<file path="src/hdl/cmsp_pkg.sv">
// ----------------------------------------------------------------------------
// cmsp_pkg
// Types and constants shared by the CPU mask string parser.
// ----------------------------------------------------------------------------
package cmsp_pkg;

   typedef struct packed {
      logic [7:0] char_code;
      logic       last_char;
   } req_type;

   typedef struct packed {
      logic [63:0] mask_word;
      logic [1:0]  word_index;
      logic        last_word;
      logic [2:0]  format;
      logic [1:0]  status;
   } rsp_type;

   // format codes
   localparam logic [2:0] FMT_NONE  = 3'd0;
   localparam logic [2:0] FMT_RANGE = 3'd1;
   localparam logic [2:0] FMT_BIN   = 3'd2;
   localparam logic [2:0] FMT_HEX   = 3'd3;
   localparam logic [2:0] FMT_TRAIL = 3'd4;

   // status codes
   localparam logic [1:0] ST_NONEMPTY = 2'd0;
   localparam logic [1:0] ST_EMPTY    = 2'd1;
   localparam logic [1:0] ST_TOO_LONG = 2'd2;

   // candidate bit positions
   localparam int CAND_P01 = 0;
   localparam int CAND_BIN = 1;
   localparam int CAND_HEX = 2;
   localparam int CAND_RNG = 3;
   localparam logic [3:0] CAND_ALL = 4'hF;

   localparam logic [8:0] CPU_TOTAL_RESET = 9'd256;

   // characters
   localparam logic [7:0] CH_0     = 8'h30;
   localparam logic [7:0] CH_1     = 8'h31;
   localparam logic [7:0] CH_9     = 8'h39;
   localparam logic [7:0] CH_COMMA = 8'h2C;
   localparam logic [7:0] CH_DASH  = 8'h2D;
   localparam logic [7:0] CH_LB    = 8'h62;
   localparam logic [7:0] CH_UB    = 8'h42;
   localparam logic [7:0] CH_LX    = 8'h78;
   localparam logic [7:0] CH_UX    = 8'h58;
   localparam logic [7:0] CH_LA    = 8'h61;
   localparam logic [7:0] CH_LF    = 8'h66;
   localparam logic [7:0] CH_UA    = 8'h41;
   localparam logic [7:0] CH_UF    = 8'h46;

endpackage

</file>
<file path="src/hdl/cmsp_front.sv">
// ----------------------------------------------------------------------------
// cmsp_front
// Per-character parser; at the last character builds the final masked mask.
// ----------------------------------------------------------------------------
module cmsp_front #(
   parameter int MASK_BITS = 256,
   parameter int MAX_CHARS = 1024
) (
   input  logic                   clock,
   input  logic                   reset,
   input  logic                   in_take,
   input  cmsp_pkg::req_type      in_data,
   input  logic [8:0]             cpu_total,
   output logic                   push,
   output logic [MASK_BITS+4:0]   push_data
);
   import cmsp_pkg::*;

   localparam int CW = $clog2(MAX_CHARS + 2);
   localparam int NW = $clog2(MASK_BITS + 1);

   typedef enum logic [1:0] {PH_SKIP, PH_START, PH_DASH, PH_END} phase_type;

   phase_type            phase_ff, phase_in;
   logic [CW-1:0]        count_ff, count_in;
   logic [3:0]           cand_ff, cand_in;
   logic [NW-1:0]        start_ff, start_in, end_ff, end_in;
   logic [MASK_BITS-1:0] range_ff, range_in, pos_ff, pos_in, shift_ff, shift_in;

   logic [7:0]           c;
   logic                 isdig, is01, isb, isx, hv_ok, bin_ok, hex_ok, rng_ok, old_ok;
   logic [3:0]           hv;
   logic                 set_now, apply_now, too_long;
   logic [MASK_BITS-1:0] range_hit, pos_hit, eff_mask, src, final_mask;
   logic [2:0]           fmt;
   logic [1:0]           status;
   logic [31:0]          eff;

   function automatic logic [NW-1:0] acc10(input logic [NW-1:0] a, input logic [3:0] d);
      logic [NW+3:0] v;
      v = (NW+4)'(a) * (NW+4)'(10) + (NW+4)'(d);
      return (v > (NW+4)'(MASK_BITS)) ? NW'(MASK_BITS) : v[NW-1:0];
   endfunction

   assign c     = in_data.char_code;
   assign isdig = (c >= CH_0) && (c <= CH_9);
   assign is01  = (c == CH_0) || (c == CH_1);
   assign isb   = (c == CH_LB) || (c == CH_UB);
   assign isx   = (c == CH_LX) || (c == CH_UX);

   always_comb begin
      hv_ok = 1'b1;
      hv    = c[3:0];
      priority if (isdig) begin
         hv = c[3:0];
      end else if (c >= CH_LA && c <= CH_LF) begin
         hv = 4'(c - CH_LA + 8'd10);
      end else if (c >= CH_UA && c <= CH_UF) begin
         hv = 4'(c - CH_UA + 8'd10);
      end else begin
         hv_ok = 1'b0;
      end
   end

   // shift register for 0b / 0x forms
   always_comb begin
      shift_in = shift_ff;
      if (count_ff >= CW'(2)) begin
         if (cand_ff[CAND_BIN] && is01) begin
            shift_in = {shift_ff[MASK_BITS-2:0], c[0]};
         end else if (cand_ff[CAND_HEX] && hv_ok) begin
            shift_in = {shift_ff[MASK_BITS-5:0], hv};
         end
      end
   end

   // range list walker
   always_comb begin
      phase_in  = phase_ff;
      start_in  = start_ff;
      end_in    = end_ff;
      set_now   = 1'b0;
      apply_now = 1'b0;
      unique case (phase_ff)
         PH_SKIP: begin
            if (isdig) begin
               start_in = NW'(c[3:0]);
               phase_in = PH_START;
            end
         end
         PH_START: begin
            if (isdig) begin
               start_in = acc10(start_ff, c[3:0]);
            end else if (c == CH_COMMA) begin
               set_now  = 1'b1;
               phase_in = PH_SKIP;
            end else if (c == CH_DASH) begin
               phase_in = PH_DASH;
            end else begin
               phase_in = PH_SKIP;
            end
         end
         PH_DASH: begin
            if (isdig) begin
               end_in   = NW'(c[3:0]);
               phase_in = PH_END;
            end else begin
               phase_in = PH_SKIP;
            end
         end
         PH_END: begin
            if (isdig) begin
               end_in = acc10(end_ff, c[3:0]);
            end else begin
               apply_now = 1'b1;
               phase_in  = PH_SKIP;
            end
         end
         default: phase_in = PH_SKIP;
      endcase
      // pending number or range closes at end of string
      if (in_data.last_char) begin
         if (phase_in == PH_START) begin
            set_now = 1'b1;
         end else if (phase_in == PH_END) begin
            apply_now = 1'b1;
         end
      end
   end

   assign eff = (cpu_total == 9'd0 || 32'(cpu_total) > MASK_BITS) ? MASK_BITS : 32'(cpu_total);

   for (genvar i = 0; i < MASK_BITS; i++) begin : g_bit
      assign range_hit[i] = (set_now && 32'(start_in) == i) ||
                            (apply_now && (end_in > start_in) &&
                             32'(start_in) <= i && i <= 32'(end_in));
      assign pos_hit[i]   = (c == CH_1) && (32'(count_ff) == i);
      assign eff_mask[i]  = i < eff;
   end

   assign range_in = range_ff | range_hit;
   assign pos_in   = pos_ff | pos_hit;

   always_comb begin
      unique case (count_ff)
         CW'(0):  begin
            bin_ok = (c == CH_0);
            hex_ok = (c == CH_0);
         end
         CW'(1):  begin
            bin_ok = isb;
            hex_ok = isx;
         end
         default: begin
            bin_ok = is01;
            hex_ok = hv_ok;
         end
      endcase
   end

   assign rng_ok   = isdig || (c == CH_COMMA) || (c == CH_DASH);
   assign cand_in  = cand_ff & {rng_ok, hex_ok, bin_ok, is01};
   assign count_in = (count_ff <= CW'(MAX_CHARS)) ? count_ff + CW'(1) : count_ff;
   assign old_ok   = cand_ff[CAND_P01] && isb && (count_ff >= CW'(2));
   assign too_long = count_in > CW'(MAX_CHARS);

   always_comb begin
      src = '0;
      priority if (too_long) begin
         fmt = FMT_NONE;
      end else if (old_ok) begin
         fmt = FMT_TRAIL;
         src = pos_in;
      end else if (cand_in[CAND_BIN] && count_in >= CW'(3)) begin
         fmt = FMT_BIN;
         src = shift_in;
      end else if (cand_in[CAND_HEX] && count_in >= CW'(3)) begin
         fmt = FMT_HEX;
         src = shift_in;
      end else if (cand_in[CAND_RNG]) begin
         fmt = FMT_RANGE;
         src = range_in;
      end else begin
         fmt = FMT_NONE;
      end
   end

   assign final_mask = src & eff_mask;
   assign status     = too_long ? ST_TOO_LONG : ((|final_mask) ? ST_NONEMPTY : ST_EMPTY);
   assign push       = in_take && in_data.last_char;
   assign push_data  = {final_mask, fmt, status};

   always_ff @(posedge clock) begin
      if (reset || push) begin
         phase_ff <= PH_SKIP;
         count_ff <= '0;
         cand_ff  <= CAND_ALL;
         start_ff <= '0;
         end_ff   <= '0;
         range_ff <= '0;
         pos_ff   <= '0;
         shift_ff <= '0;
      end else if (in_take) begin
         phase_ff <= phase_in;
         count_ff <= count_in;
         cand_ff  <= cand_in;
         start_ff <= start_in;
         end_ff   <= end_in;
         range_ff <= range_in;
         pos_ff   <= pos_in;
         shift_ff <= shift_in;
      end
   end

endmodule

</file>
<file path="src/hdl/cmsp_queue.sv">
// ----------------------------------------------------------------------------
// cmsp_queue
// Two-entry queue of finished masks between parser and word sender.
// ----------------------------------------------------------------------------
module cmsp_queue #(
   parameter int WIDTH = 261
) (
   input  logic             clock,
   input  logic             reset,
   input  logic             push,
   input  logic [WIDTH-1:0] push_data,
   input  logic             pop,
   output logic [WIDTH-1:0] head,
   output logic             full,
   output logic             empty
);
   logic [1:0][WIDTH-1:0] slot_ff;
   logic                  wr_ff, rd_ff;
   logic [1:0]            cnt_ff;

   assign head  = slot_ff[rd_ff];
   assign full  = cnt_ff == 2'd2;
   assign empty = cnt_ff == 2'd0;

   always_ff @(posedge clock) begin
      if (push) begin
         slot_ff[wr_ff] <= push_data;
      end
   end

   always_ff @(posedge clock) begin
      if (reset) begin
         wr_ff  <= 1'b0;
         rd_ff  <= 1'b0;
         cnt_ff <= 2'd0;
      end else begin
         if (push) begin
            wr_ff <= ~wr_ff;
         end
         if (pop) begin
            rd_ff <= ~rd_ff;
         end
         cnt_ff <= cnt_ff + 2'(push) - 2'(pop);
      end
   end

endmodule

</file>
<file path="src/hdl/cmsp_back.sv">
// ----------------------------------------------------------------------------
// cmsp_back
// Sends the queue head mask as a train of 64-bit words.
// ----------------------------------------------------------------------------
module cmsp_back #(
   parameter int MASK_BITS = 256
) (
   input  logic                 clock,
   input  logic                 reset,
   input  logic [MASK_BITS+4:0] head,
   input  logic                 empty,
   output logic                 pop,
   output logic                 rsp_valid,
   input  logic                 rsp_stall,
   output cmsp_pkg::rsp_type    rsp_data
);
   import cmsp_pkg::*;

   localparam int WORDS = MASK_BITS / 64;
   localparam int WCW   = (WORDS > 1) ? $clog2(WORDS) : 1;

   logic [WORDS-1:0][63:0] words;
   logic [WCW-1:0]         word_ff;
   logic                   at_last, xfer;

   assign words     = head[MASK_BITS+4:5];
   assign at_last   = word_ff == WCW'(WORDS - 1);
   assign rsp_valid = !empty;
   assign xfer      = rsp_valid && !rsp_stall;
   assign pop       = xfer && at_last;

   always_comb begin
      rsp_data.mask_word  = words[word_ff];
      rsp_data.word_index = 2'(word_ff);
      rsp_data.last_word  = at_last;
      rsp_data.format     = head[4:2];
      rsp_data.status     = head[1:0];
   end

   always_ff @(posedge clock) begin
      if (reset) begin
         word_ff <= '0;
      end else if (xfer) begin
         word_ff <= at_last ? '0 : word_ff + WCW'(1);
      end
   end

endmodule

</file>
<file path="src/hdl/cpu_mask_string_parser.sv">
// ----------------------------------------------------------------------------
// cpu_mask_string_parser
// Builds a CPU bit mask from a character stream and sends it as 64-bit words.
// ----------------------------------------------------------------------------
// channel | dir | handshake         | payload
// req_    | in  | req_valid/stall   | req_type: char_code, last_char
// rsp_    | out | rsp_valid/stall   | rsp_type: mask word, index, format, status
// csr_    | in  | csr_valid/ready   | cpu_total (9 bits)
//
// One character is taken per cycle while req_stall is low; the parser state
// updates in that cycle. The last character pushes the finished, size-limited
// mask into a 2-deep queue; the sender drains it at one word per cycle while
// rsp_stall is low. req_stall rises only while the queue is full.
// Reset is synchronous: parser cleared, queue empty, cpu_total = 256.
// ----------------------------------------------------------------------------
module cpu_mask_string_parser #(
   parameter int MASK_BITS = 256,
   parameter int MAX_CHARS = 1024
) (
   input  logic              clock,
   input  logic              reset,
   input  logic              req_valid,
   output logic              req_stall,
   input  cmsp_pkg::req_type req_data,
   output logic              rsp_valid,
   input  logic              rsp_stall,
   output cmsp_pkg::rsp_type rsp_data,
   input  logic              csr_valid,
   output logic              csr_ready,
   input  logic [8:0]        csr_data
);
   import cmsp_pkg::*;

   logic [8:0]           cpu_total_ff;
   logic                 push, pop, q_full, q_empty, take;
   logic [MASK_BITS+4:0] push_data, head;

   // config register, always ready
   assign csr_ready = 1'b1;
   always_ff @(posedge clock) begin
      if (reset) begin
         cpu_total_ff <= CPU_TOTAL_RESET;
      end else if (csr_valid && csr_ready) begin
         cpu_total_ff <= csr_data;
      end
   end

   assign req_stall = q_full;
   assign take      = req_valid && !req_stall;

   cmsp_front #(.MASK_BITS(MASK_BITS), .MAX_CHARS(MAX_CHARS)) u_front (
      .clock     (clock),
      .reset     (reset),
      .in_take   (take),
      .in_data   (req_data),
      .cpu_total (cpu_total_ff),
      .push      (push),
      .push_data (push_data)
   );

   cmsp_queue #(.WIDTH(MASK_BITS + 5)) u_queue (
      .clock     (clock),
      .reset     (reset),
      .push      (push),
      .push_data (push_data),
      .pop       (pop),
      .head      (head),
      .full      (q_full),
      .empty     (q_empty)
   );

   cmsp_back #(.MASK_BITS(MASK_BITS)) u_back (
      .clock     (clock),
      .reset     (reset),
      .head      (head),
      .empty     (q_empty),
      .pop       (pop),
      .rsp_valid (rsp_valid),
      .rsp_stall (rsp_stall),
      .rsp_data  (rsp_data)
   );

endmodule

</file>
<file path="config.mk">
export PLATFORM = sky130hd
export DESIGN_NAME = cpu_mask_string_parser
export DESIGN_NICKNAME = d
export VERILOG_FILES = /design/src/hdl/cmsp_pkg.sv /design/src/hdl/cmsp_front.sv /design/src/hdl/cmsp_queue.sv /design/src/hdl/cmsp_back.sv /design/src/hdl/cpu_mask_string_parser.sv
export SDC_FILE = /design/constraint.sdc
export NUM_CORES = 2
export LEC_CHECK = 0
export ABC_AREA = 1
export BUFFER_PORTS_ARGS = -buffer_cell sky130_fd_sc_hd__buf_4
export CAP_MARGIN = 20
export CELL_PAD_IN_SITES_DETAIL_PLACEMENT = 1
export CELL_PAD_IN_SITES_GLOBAL_PLACEMENT = 2
export CORE_MARGIN = 5
export CORE_UTILIZATION = 40
export DETAILED_ROUTE_END_ITERATION = 12
export PLACE_DENSITY_LB_ADDON = 0.1
export REMOVE_ABC_BUFFERS = 1
export SLEW_MARGIN = 0
export SYNTH_ARGS = -nofsm -noshare
export SYNTH_HDL_FRONTEND = slang
export SYNTH_SLANG_ARGS = --single-unit
</file>
<file path="constraint.sdc">
create_clock -name clock -period 36 [get_ports clock]
set_input_delay 7.2 -clock clock [delete_from_list [all_inputs] [get_ports clock]]
set_output_delay 7.2 -clock clock [all_outputs]
set_load 0.1 [all_outputs]
</file>
# Word level (Yosys, flattened, before mapping)
# Cells that the tools add are included.
[classes]
magnitude_cmp = 785
mul = 2
eq_ne = 525
n_addsub = 10
bitwise = 6
reduce_logical = 1310
n_mux = 58
[op_table]
columns = ["op", "n"]
rows = [
  ["$lt 8x32->1 const A", 128],
  ["$lt 7x32->1 const A", 64],
  ["$mux 256", 8],
  ["$eq 11x8->1 const B", 128],
  ["$eq 9x8->1 const B", 128],
  ["$le 8x9->1 const A", 128],
  ["$le 9x8->1 const B", 128],
  ["$logic_and 1x1->1", 1038],
  ["$lt 6x32->1 const A", 32],
  ["$mux 261", 3],
  ["$eq 11x7->1 const B", 64],
  ["$eq 9x7->1 const B", 64],
  ["$le 7x9->1 const A", 64],
  ["$le 9x7->1 const B", 64],
  ["$bwmux 522", 1],
  ["$lt 5x32->1 const A", 16],
  ["$or 256x256->256", 2],
  ["$eq 11x6->1 const B", 32],
  ["$eq 9x6->1 const B", 32],
  ["$le 6x9->1 const A", 32],
  ["$le 9x6->1 const B", 32],
  ["$logic_or 1x1->1", 263],
  ["$demux 261 s1", 1],
  ["$and 256x256->256", 1],
  ["67 further kinds", 243],
]
[word_totals]
in_bits = 23
reg_bits = 1340

# Longest topological paths before layout
[depth]
word_depth = 24
depth_mapped = 44

# Modules after synthesis
# From an unflattened synthesis, not the netlist that was laid out.
[hier_totals]
cells_unflattened = 11805
hier_area_um2 = 82097.5
[modules_own_cells]
columns = ["mod", "seq_area_each_um2", "area_each_um2", "cells_per_inst", "instances"]
rows = [
  ["cmsp_front", 16075.4, 58760.1, 10196, 1],
  ["cmsp_queue", 15755.1, 19766.5, 841, 1],
  ["cmsp_back", 40.0, 3170.5, 708, 1],
  ["cpu_mask_string_parser", 180.2, 400.4, 60, 1],
]

# Worst setup path before layout
# Ideal clock, no wire load.
[synth_path]
path_kind = "input to register"
start = "input port req_valid"
end = "register u_queue.slot_ff[0] (netlist name) (enable)"
path_buffers = 0
path_slack_ns = 16.679
arrival_ns = 18.434
stages = 4
t_required_ns = 35.113
cell_sequence = "o21ai_1 -> nor2_1 -> inv_1 -> nor2_1"
[synth_between]
elab_chain_len = 2
[synth_rtl]
columns = ["element", "line_no", "source"]
rows = [
  ["start, declared", "cpu_mask_string_parser.sv:22", "input logic req_valid,"],
  ["$logic_and 1x1->1", "cpu_mask_string_parser.sv:49", "assign take = req_valid && !req_stall;"],
  ["$logic_and 1x1->1", "cmsp_front.sv:190", "assign push = in_take && in_data.last_char;"],
  ["named net push", "cpu_mask_string_parser.sv:35", "logic push, pop, q_full, q_empty, take;"],
  ["end signal, assigned by index", "cmsp_queue.sv:27", "slot_ff[wr_ff] <= push_data;"],
  ["end, declared", "cmsp_queue.sv:17", "logic [1:0][WIDTH-1:0] slot_ff;"],
]
# The timed path passes the listed nets, and every way through them passes these cells.
# A chain may end at the register's enable or synchronous reset.

# Final worst setup path
[layout_path]
start = "input port req_data[1] (netlist name)"
end = "register u_queue.slot_ff[0] (netlist name) (data pin)"
[layout_between]
elab_chain_len = 24
word_cells_on_any_way = 2135
[layout_rtl]
columns = ["element", "line_no", "source"]
rows = [
  ["start, declared", "cpu_mask_string_parser.sv:24", "input cmsp_pkg::req_type req_data,"],
  ["parallel branches: the longest is 17 deep, another holds $add 13x4->13", "n/a", ""],
  ["$mux 256 *", "cmsp_front.sv:171", "end else if (old_ok) begin"],
  ["$mux 256 *", "cmsp_front.sv:169", "priority if (too_long) begin"],
  ["$and 256x256->256 *", "cmsp_front.sv:188", "assign final_mask = src & eff_mask;"],
  ["$reduce_or 256->1 *", "cmsp_front.sv:189", "assign status = too_long ? ST_TOO_LONG : ((|final_mask) ? ST_NONEMPTY : ST_EMPTY);"],
  ["$mux 1 *", "cmsp_front.sv:189", ""],
  ["$mux 2 *", "cmsp_front.sv:189", ""],
  ["named net push_data[0]", "cpu_mask_string_parser.sv:36", "logic [MASK_BITS+4:0] push_data, head;"],
  ["$bwmux 522 *", "cmsp_queue.sv:27", ""],
]
# Mark *: on every way through the listed nets, which the timed path passes.

==> results.cfg <==
[detailed_routing]
drtAntennaViolNets = 0
drc_errors = 0
num_vias = 89800
routed_via_density = 6.51
wire_per_inst_um = 37.6
routed_wl_um = 519000
first_pass_iters = 8
drt_iter0_markers = 13500

[place]
hpwl_um = 385000
gp_congestion = 1.11
pre_cts_slack_ps = 20890
io_buffers = 96

[synthesis]
synth-main-ff-cell = dfxtp_1
synthAdderAreaFrac_pct = 0.968
synth_cell_types = 64
synth_xor_xnor_area_share_pct = 0.164
synth_compound_gate_area_share_pct = 23.4
synthMuxAreaShare_pct = 0
yosys-top-cells-area = dfxtp_1, edfxtp_1, nand2_1
synth-warning-count = 0
synth-simple-area-share_pct = 24.7
synth_top_cell_by_area = dfxtp_1
netlist_area_um2 = 79300
synth_edf_count = 522
avgSynthCellArea_um2 = 7.05
synth_top_area_share_pct = 20.6
synth_top_family_by_area = simple AND/OR/NAND/NOR gates
async_reset_ff_share_pct = 0
synth_seq_area_share_pct = 40.4
synth_seq_cells = 1340
synthCells = 11300

[critical_path]
crit_type = input pin to register
r2r_end = u_queue.slot_ff[0]$_DFFE_PP_
cp_common_cell = nand2_1
r2r_start = u_front.end_ff[1]$_SDFFE_PP0P_
critPathCaptureType = register
slowest_stage = buf_4
r2r_setup_slack_ps = 26930
crit_required_ps = 36600
crit_buf_inv = 8
arrival_ps = 15220
path_delay_family = buffers and inverters
crit_fanout = 72
worstRegToRegCells = 36
critPathMaxStageDelay_ps = 900
crit_path_start_kind = input pin

[timing]
report.final.slew_viol_count = 0
setup_viol = 0
rsz0062_at_grt = false
post-route-period-util_pct = 40.6
fmax_mhz = 68.4
hold_viol = 0
min_period_ps = 14620
whs_ps = 467
fin_setup_tns_ps = 0
fin_worst_skew_ps = 49.8
tightest_slew_ps = 1290
setup_ws_ps = 21380
max_slew_margin_pct = 14.3

[clocking]
h-tree-depth = 4
ctsLongestPathBuffers = 3
ctsResizeCount = 0
cts_tree = built
post_cts_buffers = 0
clkTransAtPathRegs_ps = 60
cts_hold_buf = 0
clk-insertion-delay-late_ps = 870
numCtsBuffers = 159
cts_root_buf = clkbuf_16
clock_sinks = 1340

[floorplanning]
core.rowCount = 163
dieArea_um2 = 207000
initial_core_util_pct = 40.2
core-area_um2 = 197000
fp.dieW_um = 455
io_pins = 98
dieHeight_um = 455

[min_path]
hold-path-endpoint = u_front.cand_ff[1]$_SDFFE_PP1P_
min_path_type = register to register
hold-path-cell-count = 2
hp-start = u_front.cand_ff[1]$_SDFFE_PP1P_

[layout]
final_cell_mix = nand2_1, nor2_1, inv_1, o21ai_0, dfxtp_1
final_common_cell = nand2_1
n_fill_cell = 24900
syn2layout_area_growth_pct = 10.8
drive_gt1_share_pct = 6.78
utilization_pct = 44.6
nNetsFinal = 11100

[global_routing]
grt_first_pass_wirelength_um = 699000
grt_max_degree = 180
antenna_found_initial = 52
grt_util_all_layers_pct = 48.2
grt_overflow = 0
grt_pass1_vias = 86200

[flow_run]
cap_viol_max_count = 0

[run_status]
status = completed

[power_and_ir_drop]
p_leak_nw = 42.5
cellPowerDensity_nw_per_um2 = 49.4
vdd_drop_max_uv = 48.1
[worst min-delay path: cells and delay by family (launching register included)]
kind / cells / cell delay (ps)
and+or+nand+nor: 2 / 110
DFF: 1 / 310
[sequential cells by signal, summed over array words and instances, names as in the netlist]
name              flops
u_front.range_ff    256
u_queue.slot_ff     522
u_front.start_ff      9
cpu_total_ff          9
u_queue.cnt_ff        2
u_front.phase_ff      2
u_front.end_ff        9
u_queue.wr_ff         1
u_front.count_ff     11
u_front.pos_ff      256
u_queue.rd_ff         1
u_front.cand_ff       4
u_back.word_ff        2
u_front.shift_ff    256
[Yosys cell counts (all sizes together), types with 2 or more instances]
master and instances:
a31oi 93, a21oi 518, nor3 48, a21boi 6
o31ai 6, nand3 536, xor2 13, inv 1352
ha 55, clkinv 33, or2 4, o21bai 215
clkbuf 547, o21ai 1103, nor4 6, edfxtp 522
a221oi 147, nand2 2463, o32ai 7, o22ai 207
nand3b 57, o211ai 274, dfxtp 818, buf 201
nor2 1547, a22oi 2, a21o 4, fa 4
a311oi 4, nand4 113, o211a 273, a211oi 69
[worst max path at each step]
stage	startpoint	end	slack [ps]	cells after the start
finish	req_data[1]	u_queue.slot_ff[0]$_DFFE_PP_	21380	34
global route	req_data[1]	u_queue.slot_ff[261]$_DFFE_PP_	21230	34
CTS	req_data[1]	u_queue.slot_ff[0]$_DFFE_PP_	21750	34
detailed placement	req_data[1]	u_queue.slot_ff[0]$_DFFE_PP_	20890	34
global placement	req_data[1]	u_queue.slot_ff[0]$_DFFE_PP_	20880	34
floorplan	req_valid	u_front.end_ff[1]$_SDFFE_PP0P_	-2440	6
[cell type report]
class	instances	area [um2]	share of cell area [%]
Clock buffer	234	4610	5.24
Multi-Input combinational cell	7786	39300	44.6
Inverter	1385	5250	5.97
Sequential cell	1340	32100	36.4
Antenna cell	22	55.1	0.0626
Tap cell	2640	3300	3.76
Clock inverter	61	797	0.906
Timing Repair Buffer	331	2630	2.99
[metrics by stage]
stage / cells / total power, mW / cell area, um2
final: 13800 / 4.35 / 88000
after global routing: 13800 / 4.41 / 87900
after CTS: 13800 / 4.28 / 87900
after detailed placement: 13500 / 2.60 / 82500
after global placement: 13500 / 2.60 / 82400
after floorplan: 10500 / 2.15 / 76300
[kinds of logic (layout without fill, tap and decap cells)]
logic type / Yosys count / after routing
simple gates: 4778 / 4778
compound gates: 2934 / 2934
buf+inv: 2133 / 2011
flops: 1340 / 1340
fa+ha+maj: 59 / 59
xor+xnor: 14 / 14
other cells: 1 / 23
[power breakdown]
group	internal (mW)	leakage, nW	total (mW)	switching, mW
Combinational	0.163	27.8	0.988	0.825
Sequential	1.62	12.1	1.65	0.0266
Clock	0.958	2.60	1.71	0.753
Total	2.74	42.5	4.35	1.60
[routing by layer]
| layer | global-route usage [%] | share of wire, % |
|---|---|---|
| met5 | 0.345 | 0.070 |
| met4 | 39.1 | 10 |
| met3 | 17.1 | 13 |
| met2 | 65.6 | 39 |
| met1 | 61.0 | 38 |
Note: power is estimated with default switching activity, not from simulation.
